--- src/hw/rtl/mesh_normal_accumulator_defines.svh ---
// assertion macros used by the mesh normal accumulator controller
`ifndef MESH_NORMAL_ACCUMULATOR_DEFINES_SVH
`define MESH_NORMAL_ACCUMULATOR_DEFINES_SVH

// antecedent holds in this cycle, consequent in the same cycle
`define MNA_ASSERT_SAME(name, ante, cons) \
    name: assert property (@(posedge clk) disable iff (!rst_n) (ante) |-> (cons)) \
        else $error("mna check failed");

// antecedent holds in this cycle, consequent in the next cycle
`define MNA_ASSERT_NEXT(name, ante, cons) \
    name: assert property (@(posedge clk) disable iff (!rst_n) (ante) |=> (cons)) \
        else $error("mna check failed");

`endif

--- src/hw/rtl/mna_pkg.sv ---
// types, codes and constants of the mesh normal accumulator
package mna_pkg;

    localparam int MAX_VERTICES_DEF  = 1024;
    localparam int MAX_TRIANGLES_DEF = 2048;

    localparam int IN_DATA_W  = 96;
    localparam int OUT_DATA_W = 64;
    localparam logic [11:0] COUNT_MAX = 12'd4095;

    // item modes
    localparam logic [1:0] MODE_VTX_WR = 2'd0;
    localparam logic [1:0] MODE_TRI    = 2'd1;
    localparam logic [1:0] MODE_VNORM  = 2'd2;
    localparam logic [1:0] MODE_FNORM  = 2'd3;

    // result status codes
    localparam logic [1:0] ST_OK     = 2'd0;
    localparam logic [1:0] ST_SLOT   = 2'd1;
    localparam logic [1:0] ST_CORNER = 2'd2;
    localparam logic [1:0] ST_ZERO   = 2'd3;

    // datapath index selects
    localparam logic [3:0] ASEL_SLOT   = 4'd3;
    localparam logic [3:0] MUL_SQ_BASE = 4'd6;

    localparam logic [5:0] DIV_STEPS_TRI = 6'd14;
    localparam logic [5:0] DIV_STEPS_VTX = 6'd26;
    localparam logic [5:0] XP_LAST       = 6'd11;
    localparam logic [5:0] SQ_LAST       = 6'd5;
    localparam logic [5:0] SQRT_LAST     = 6'd31;
    localparam logic [5:0] VRD_LAST      = 6'd3;

    typedef enum logic [4:0] {
        S_CLR, S_IDLE, S_DEC, S_VRD, S_EDGE, S_XP, S_MAG, S_NCHK, S_SQ, S_SQRT,
        S_DINIT, S_DIV, S_DSTORE, S_FWR, S_ACHK, S_AWR, S_VCHK, S_RES
    } state_t;

    typedef enum logic [4:0] {
        OP_NOP, OP_CLR, OP_CAPTURE, OP_VWR, OP_VRD, OP_EDGE, OP_MUL, OP_XACC,
        OP_MAG, OP_NZERO, OP_SHL, OP_SHR, OP_SQACC, OP_SQRT, OP_DIV_INIT,
        OP_DIV_STEP, OP_DIV_STORE, OP_FWR, OP_FRD, OP_ARD, OP_AWR,
        OP_RES_ZERO, OP_RES_NORM, OP_RES_FACE
    } op_t;

    typedef struct packed {
        op_t        op;
        logic [3:0] idx;
        logic [1:0] code;
    } cmd_t;

    typedef struct packed {
        logic [1:0] mode;
        logic       slot_bad;
        logic       corner_bad;
        logic       dup_b;
        logic       dup_c;
        logic       mx_zero;
        logic       norm_lo;
        logic       norm_hi;
        logic       cnt_zero;
        logic       clr_last;
        logic       out_free;
    } sts_t;

endpackage

--- src/hw/rtl/mna_ctrl.sv ---
// sequencing state machine of the mesh normal accumulator
`include "mesh_normal_accumulator_defines.svh"

module mna_ctrl (
    input  logic          clk,
    input  logic          rst_n,
    input  logic          in_valid,
    output logic          in_ready,
    input  mna_pkg::sts_t sts,
    output mna_pkg::cmd_t cmd
);
    import mna_pkg::*;

    state_t     state_reg, state_next;
    logic [5:0] cnt_reg, cnt_next;
    logic [1:0] comp_reg, comp_next;
    op_t        res_op_reg, res_op_next;
    logic [1:0] res_code_reg, res_code_next;
    logic       skip;

    always_ff @(posedge clk or negedge rst_n)
    begin
        if (!rst_n)
        begin
            state_reg    <= S_CLR;
            cnt_reg      <= '0;
            comp_reg     <= '0;
            res_op_reg   <= OP_RES_ZERO;
            res_code_reg <= ST_OK;
        end
        else
        begin
            state_reg    <= state_next;
            cnt_reg      <= cnt_next;
            comp_reg     <= comp_next;
            res_op_reg   <= res_op_next;
            res_code_reg <= res_code_next;
        end
    end

    always_comb
    begin
        state_next    = state_reg;
        cnt_next      = cnt_reg;
        comp_next     = comp_reg;
        res_op_next   = res_op_reg;
        res_code_next = res_code_reg;
        in_ready      = 1'b0;
        cmd.op        = OP_NOP;
        cmd.idx       = '0;
        cmd.code      = res_code_reg;
        skip          = ((comp_reg == 2'd1) && sts.dup_b) || ((comp_reg == 2'd2) && sts.dup_c);
        case (state_reg)
            S_CLR:
            begin
                cmd.op = OP_CLR;
                if (sts.clr_last)
                    state_next = S_IDLE;
            end
            S_IDLE:
            begin
                in_ready = 1'b1;
                if (in_valid)
                begin
                    cmd.op     = OP_CAPTURE;
                    state_next = S_DEC;
                end
            end
            S_DEC:
            begin
                state_next  = S_RES;
                res_op_next = OP_RES_ZERO;
                if (sts.slot_bad)
                    res_code_next = ST_SLOT;
                else
                begin
                    res_code_next = ST_OK;
                    case (sts.mode)
                        MODE_VTX_WR: cmd.op = OP_VWR;
                        MODE_TRI:
                        begin
                            if (sts.corner_bad)
                                res_code_next = ST_CORNER;
                            else
                            begin
                                cnt_next   = '0;
                                state_next = S_VRD;
                            end
                        end
                        MODE_VNORM:
                        begin
                            cmd.op     = OP_ARD;
                            cmd.idx    = ASEL_SLOT;
                            state_next = S_VCHK;
                        end
                        default:
                        begin
                            cmd.op      = OP_FRD;
                            res_op_next = OP_RES_FACE;
                        end
                    endcase
                end
            end
            S_VRD:
            begin
                cmd.op  = OP_VRD;
                cmd.idx = cnt_reg[3:0];
                if (cnt_reg == VRD_LAST)
                    state_next = S_EDGE;
                else
                    cnt_next = cnt_reg + 6'd1;
            end
            S_EDGE:
            begin
                cmd.op     = OP_EDGE;
                cnt_next   = '0;
                state_next = S_XP;
            end
            S_XP:
            begin
                cmd.op  = cnt_reg[0] ? OP_XACC : OP_MUL;
                cmd.idx = cnt_reg[4:1];
                if (cnt_reg == XP_LAST)
                    state_next = S_MAG;
                else
                    cnt_next = cnt_reg + 6'd1;
            end
            S_MAG:
            begin
                cmd.op     = OP_MAG;
                state_next = S_NCHK;
            end
            S_NCHK:
            begin
                res_op_next   = OP_RES_NORM;
                res_code_next = sts.mx_zero ? ST_ZERO : ST_OK;
                if (sts.mx_zero)
                begin
                    cmd.op     = OP_NZERO;
                    state_next = S_FWR;
                end
                else if (sts.norm_lo)
                    cmd.op = OP_SHL;
                else if (sts.norm_hi)
                    cmd.op = OP_SHR;
                else
                begin
                    cnt_next   = '0;
                    state_next = S_SQ;
                end
            end
            S_SQ:
            begin
                cmd.op  = cnt_reg[0] ? OP_SQACC : OP_MUL;
                cmd.idx = cnt_reg[0] ? cnt_reg[4:1] : (MUL_SQ_BASE + cnt_reg[4:1]);
                if (cnt_reg == SQ_LAST)
                begin
                    cnt_next   = '0;
                    state_next = S_SQRT;
                end
                else
                    cnt_next = cnt_reg + 6'd1;
            end
            S_SQRT:
            begin
                cmd.op = OP_SQRT;
                if (cnt_reg == SQRT_LAST)
                begin
                    comp_next  = '0;
                    state_next = S_DINIT;
                end
                else
                    cnt_next = cnt_reg + 6'd1;
            end
            S_DINIT:
            begin
                cmd.op     = OP_DIV_INIT;
                cmd.idx    = {2'b00, comp_reg};
                cnt_next   = '0;
                state_next = S_DIV;
            end
            S_DIV:
            begin
                cmd.op = OP_DIV_STEP;
                if (cnt_reg == ((sts.mode == MODE_TRI) ? DIV_STEPS_TRI : DIV_STEPS_VTX))
                    state_next = S_DSTORE;
                else
                    cnt_next = cnt_reg + 6'd1;
            end
            S_DSTORE:
            begin
                cmd.op  = OP_DIV_STORE;
                cmd.idx = {2'b00, comp_reg};
                if (comp_reg == 2'd2)
                    state_next = (sts.mode == MODE_TRI) ? S_FWR : S_RES;
                else
                begin
                    comp_next  = comp_reg + 2'd1;
                    state_next = S_DINIT;
                end
            end
            S_FWR:
            begin
                cmd.op     = OP_FWR;
                comp_next  = '0;
                state_next = S_ACHK;
            end
            S_ACHK:
            begin
                if (skip)
                begin
                    if (comp_reg == 2'd2)
                        state_next = S_RES;
                    else
                        comp_next = comp_reg + 2'd1;
                end
                else
                begin
                    cmd.op     = OP_ARD;
                    cmd.idx    = {2'b00, comp_reg};
                    state_next = S_AWR;
                end
            end
            S_AWR:
            begin
                cmd.op  = OP_AWR;
                cmd.idx = {2'b00, comp_reg};
                if (comp_reg == 2'd2)
                    state_next = S_RES;
                else
                begin
                    comp_next  = comp_reg + 2'd1;
                    state_next = S_ACHK;
                end
            end
            S_VCHK:
            begin
                if (sts.cnt_zero)
                begin
                    res_op_next   = OP_RES_ZERO;
                    res_code_next = ST_ZERO;
                    state_next    = S_RES;
                end
                else
                begin
                    res_op_next   = OP_RES_NORM;
                    res_code_next = ST_OK;
                    comp_next     = '0;
                    state_next    = S_DINIT;
                end
            end
            S_RES:
            begin
                if (sts.out_free)
                begin
                    cmd.op     = res_op_reg;
                    state_next = S_IDLE;
                end
            end
            default: state_next = S_IDLE;
        endcase
    end

    `MNA_ASSERT_NEXT(a_accept_decodes, (state_reg == S_IDLE) && in_valid, state_reg == S_DEC)
    `MNA_ASSERT_NEXT(a_result_returns, (state_reg == S_RES) && sts.out_free, state_reg == S_IDLE)
    `MNA_ASSERT_SAME(a_sq_normalized, state_reg == S_SQ, !sts.norm_lo && !sts.norm_hi)

endmodule

--- config.mk ---
export PLATFORM = sky130hd
export DESIGN_NAME = mna_ctrl
export DESIGN_NICKNAME = d
export VERILOG_FILES = /design/src/hw/rtl/mna_pkg.sv /design/src/hw/rtl/mna_ctrl.sv
export VERILOG_INCLUDE_DIRS = /design/src /design/src/hw/rtl
export SDC_FILE = /design/constraint.sdc
export NUM_CORES = 1
export LEC_CHECK = 0
export ABC_AREA = 0
export BUFFER_PORTS_ARGS = -buffer_cell sky130_fd_sc_hd__buf_4
export CAP_MARGIN = 10
export CELL_PAD_IN_SITES_DETAIL_PLACEMENT = 1
export CELL_PAD_IN_SITES_GLOBAL_PLACEMENT = 1
export CORE_MARGIN = 2
export CORE_UTILIZATION = 47
export DETAILED_ROUTE_END_ITERATION = 10
export GPL_TIMING_DRIVEN = 0
export PLACE_DENSITY_LB_ADDON = 0.1
export SLEW_MARGIN = 20
export SYNTH_ARGS = -nofsm -noshare
export SYNTH_HDL_FRONTEND = slang
export SYNTH_SLANG_ARGS = --single-unit
export TNS_END_PERCENT = 10
--- constraint.sdc ---
create_clock -name clk -period 3.7 [get_ports clk]
set_input_delay 0.74 -clock clk [delete_from_list [all_inputs] [get_ports clk]]
set_output_delay 0.74 -clock clk [all_outputs]
set_load 0.05 [all_outputs]
==> results by group <==
Status
  – Run status: completed

Cells and area
  – Area grow syn2layout: 14.2%
  – Total number of nets in the final design: 328
  – Largest register FFs: 6
  – Layout cell share with drive strength beyond 1: 17.2%
  – Final cell count without fillers: 348
  – Number of diodes: 0

Synth
  – Cell count after synthesis: 267
  – Multiplexer area fraction after synthesis: 4.64%
  – Syn Std Cell Area: 2100 um2
  – Main combinational cell family by area after synthesis: compound AO/OA/AOI/OAI gates
  – Number of synthesized flops with an enable pin: 0
  – Net count of the mapped netlist: 298
  – Cell type contributing the most total cell area after synthesis: sky130_fd_sc_hd__dfrtp_1
  – Flop and latch count out of synthesis: 17
  – Fraction of post-synthesis cell area in the top cell type by area: 19.0%
  – Adder and majority gate portion of the synthesized area: 9.51%
  – Sequential cell area fraction in the yosys report: 20.3%
  – Primary FF master, synth: sky130_fd_sc_hd__dfrtp_1
  – Simple logic cell fraction of the synthesized area: 29.1%
  – Number of distinct library cells after synthesis: 64
  – Compound-cell area share of the yosys netlist: 29.2%
  – Share of synthesized flip-flops with an asynchronous set or reset: 100%
  – Average cell area after synthesis: 7.88 um2
  – Most area-consuming cells after synthesis: sky130_fd_sc_hd__dfrtp_1 19%, sky130_fd_sc_hd__ha_1 9.5%, sky130_fd_sc_hd__nand2_1 4.1%
  – Number of warnings printed during yosys synthesis: 0
  – Post-synthesis xor/xnor area fraction: 0%

Drt
  – DRC violation count after routing: 0
  – Vias per Instance: 6.69
  – Final WL: 7520 um
  – Wire per inst: 21.6 um
  – Detailed-route via count: 2329
  – Router iterations before antenna repair: 4
  – Post-route ant nets: 0
  – Violation count after the first detailed-route iteration: 220

CTS
  – Count of hold buffers inserted by post-cts repair: 0
  – Clock Sinks: 17
  – Number of buffers added by the clock tree synthesis step: 3
  – Post-cts repair resize count: 0
  – Clk root buf: sky130_fd_sc_hd__clkbuf_8
  – Post-CTS setup buffer count: 0
  – Maximum buffer depth of the clock tree: 2
  – Maximum level of the CTS H-tree: 1
  – Clock Latency Late Sink: 0.26 ns
  – Clock transition time at the flip-flop clock pins of the worst setup and hold paths: 0.08 ns
  – Clock tree from TritonCTS: yes

Floorplan
  – Starting utilization of the core area: 48.7%
  – Die outline area: 5030 um2
  – Count of boundary I/O pins: 27
  – Overall die width: 70.9 um
  – Core area: 4320 um2
  – Placement row count: 24
  – Vertical die dimension: 70.9 um

Critical path
  – Critical path buffer and inverter count: 4
  – Data required time at the worst endpoint: 2.96 ns
  – Nature of the critical path endpoint: output port
  – Data arrival at the endpoint of the critical path: 2.47 ns
  – Slowest CP cell: sky130_fd_sc_hd__nor3_1
  – Critical Path Max Stage Delay: 0.68 ns
  – Startpoint kind of the worst setup timing path: flop
  – Critical setup path kind: flop to output port
  – Critical Path Most Common Cell: sky130_fd_sc_hd__buf_4
  – Critical path's top delay family: buffers and inverters
  – Ordered cell list for the critical path: buf_2, buf_4, clkbuf_1, nor3_1, a22oi_1, o211ai_1, buf_4
  – Critical-path maximum fanout: 10

Placement
  – Post-placement setup slack: 0.936 ns
  – Number of port buffers: 25
  – # placed instances: 344
  – Post-detailed-placement half-perimeter wirelength: 5760 um
  – Placer Congestion: 0.950

Hold path
  – Class of the tightest hold or removal check: input port to asynchronous set/reset pin

Timing
  – Maximum achievable frequency: 311 MHz
  – Summed negative setup slack over all endpoints: 0 ns
  – PnR worst setup slack: 0.490 ns
  – Max-slew violations: 0
  – Largest clock skew in the final design: 0.00375 ns
  – Unrepaired setup endpoints after global routing: false
  – Max-slew headroom at the worst pin: 49.2%
  – Setup violations, final: 0
  – Worst slew pin tran: 0.756 ns
  – Worst hold slack across all endpoints: 0.334 ns
  – Final hold viol count: 0
  – Final critical delay including setup and external delays: 3.21 ns
  – Final critical-path share of the clock period: 86.8%

GRT
  – Global-route usage over all layers: 30.6%
  – Via count of the first global-routing pass: 2326
  – Leftover overflow at the end of global routing: 0
  – Maximum number of pins on one net before global-route repair: 18
  – Global-route wire length before repair: 12100 um
  – Number of antenna violations at the first check in global routing: 0

Flow run
  – Number of maximum-capacitance constraint violations: 0

Power and ir drop
  – Power density relative to cell area: 844 nW/um2
  – Maximum vdd ir drop: 287 uV
  – Leakage power of the design: 1.00 nW
==> layout by cell type (no fill, tap or decap), drive strengths merged, types with 3 or more instances in the layout <==
cell type / instances
nand3: 9
a21oi: 16
nand4: 5
o22ai: 8
a22oi: 4
mux2i: 3
nor3b: 4
o211ai: 6
nand2: 23
or2: 3
nor2b: 6
a31oi: 3
o21ai: 19
dfrtp: 16
nor3: 9
nand2b: 5
nand4b: 5
buf: 37
o2111ai: 3
clkbuf: 9
mux2: 6
ha: 16
inv: 15
a311oi: 3
nor2: 19
==> metrics by stage <==
stage	power, mW	cell area [um2]	util [%]
CTS	2.00	2400	55.6
global route	2.15	2400	55.6
floorplan	1.41	2100	-
finish	2.03	2400	55.6
detailed placement	1.84	2360	54.5
global placement	1.81	2360	54.5
==> cell type report <==
class / count / area (um2)
Tap cell: 52 / 65.1
Clock buffer: 3 / 41.3
Sequential cell: 17 / 427
Inverter: 15 / 56.3
Timing Repair Buffer: 25 / 188
Fill cell: 548 / 1920
Multi-Input combinational cell: 217 / 1530
Clock inverter: 1 / 5.00
Buffer: 18 / 96.3
==> worst register-to-register path, stage by stage (launching register included) <==
cell and delay (ns):
sky130_fd_sc_hd__dfrtp_1 0.39, sky130_fd_sc_hd__inv_1 0.07, sky130_fd_sc_hd__ha_1 0.20, sky130_fd_sc_hd__clkbuf_1 0.20, sky130_fd_sc_hd__a22o_1 0.29, sky130_fd_sc_hd__nor2_1 0.30
sky130_fd_sc_hd__o32ai_2 0.14, sky130_fd_sc_hd__o211ai_1 0.18, sky130_fd_sc_hd__mux2_1 0.36
==> worst paths after layout <==
path | startpoint | slack, ns | cells after the start | to
min in group clk | comp_reg[1] | 0.55 | 1 | comp_reg[1]
min reg2reg | comp_reg[1] | 0.55 | 1 | comp_reg[1]
max in group asynchronous | rst_n | 3.10 | 1 | res_op_reg[0]
max reg2reg | comp_reg[0] | 1.46 | 8 | comp_reg[1]
max | state_reg[3] | 0.49 | 7 | cmd[2]
min | rst_n | 0.33 | 1 | res_code_reg[1]
==> Yosys cell counts (2+ instances only) <==
master	number
sky130_fd_sc_hd__a311oi_1	3
sky130_fd_sc_hd__ha_1	16
sky130_fd_sc_hd__a221o_1	2
sky130_fd_sc_hd__a21o_1	2
sky130_fd_sc_hd__mux2_1	6
sky130_fd_sc_hd__nand4_1	3
sky130_fd_sc_hd__buf_4	3
sky130_fd_sc_hd__mux2i_1	3
sky130_fd_sc_hd__nand3_1	8
sky130_fd_sc_hd__a22o_1	2
sky130_fd_sc_hd__o31a_1	2
sky130_fd_sc_hd__o22ai_1	8
sky130_fd_sc_hd__or2_1	3
sky130_fd_sc_hd__and3b_1	2
sky130_fd_sc_hd__clkbuf_1	6
sky130_fd_sc_hd__a21oi_1	16
sky130_fd_sc_hd__nor2b_1	6
sky130_fd_sc_hd__nor3_1	8
sky130_fd_sc_hd__nand2b_1	5
sky130_fd_sc_hd__o21ai_0	12
sky130_fd_sc_hd__o2111ai_1	3
sky130_fd_sc_hd__buf_2	8
sky130_fd_sc_hd__dfrtp_1	16
sky130_fd_sc_hd__a211oi_1	2
sky130_fd_sc_hd__o21bai_1	2
sky130_fd_sc_hd__and2_1	2
sky130_fd_sc_hd__nand3b_1	2
sky130_fd_sc_hd__nor2_1	18
sky130_fd_sc_hd__nand4bb_1	2
sky130_fd_sc_hd__inv_1	14
sky130_fd_sc_hd__o32a_1	2
sky130_fd_sc_hd__nor4_1	2
sky130_fd_sc_hd__a31oi_1	2
sky130_fd_sc_hd__nand2_1	23
sky130_fd_sc_hd__o21ai_1	7
sky130_fd_sc_hd__a22oi_1	4
sky130_fd_sc_hd__nor3b_1	4
sky130_fd_sc_hd__o211ai_1	6
sky130_fd_sc_hd__nand4b_1	5
sky130_fd_sc_hd__a221oi_1	2
sky130_fd_sc_hd__or3b_1	2
==> metal layers <==
| metal | wire [um] | global-route usage, % | part of all wire, % |
|---|---|---|---|
| met3 | 448 | 3.56 | 6.0 |
| met1 | 3210 | 40.7 | 43 |
| met4 | 266 | 13.2 | 3.5 |
| met5 | 0 | 0 | 0 |
| met2 | 3590 | 50.3 | 48 |
==> logic make-up (layout without fill, tap and decap cells) <==
kind of cell	Yosys count	after routing
adder cells (fa/ha/maj)	16	16
AO/OA/AOI/OAI	87	87
buffers and inverters	33	62
AND/OR/NAND/NOR	105	105
multiplexers	9	9
flip-flops	17	17
==> report_power, final <==
group | total, mW | switching, mW | internal (mW)
clock network | 0.153 | 0.0775 | 0.0751
registers | 0.310 | 0.0604 | 0.250
logic | 1.57 | 1.03 | 0.537
total | 2.03 | 1.17 | 0.861
Note: power is estimated with default switching activity, not from simulation.
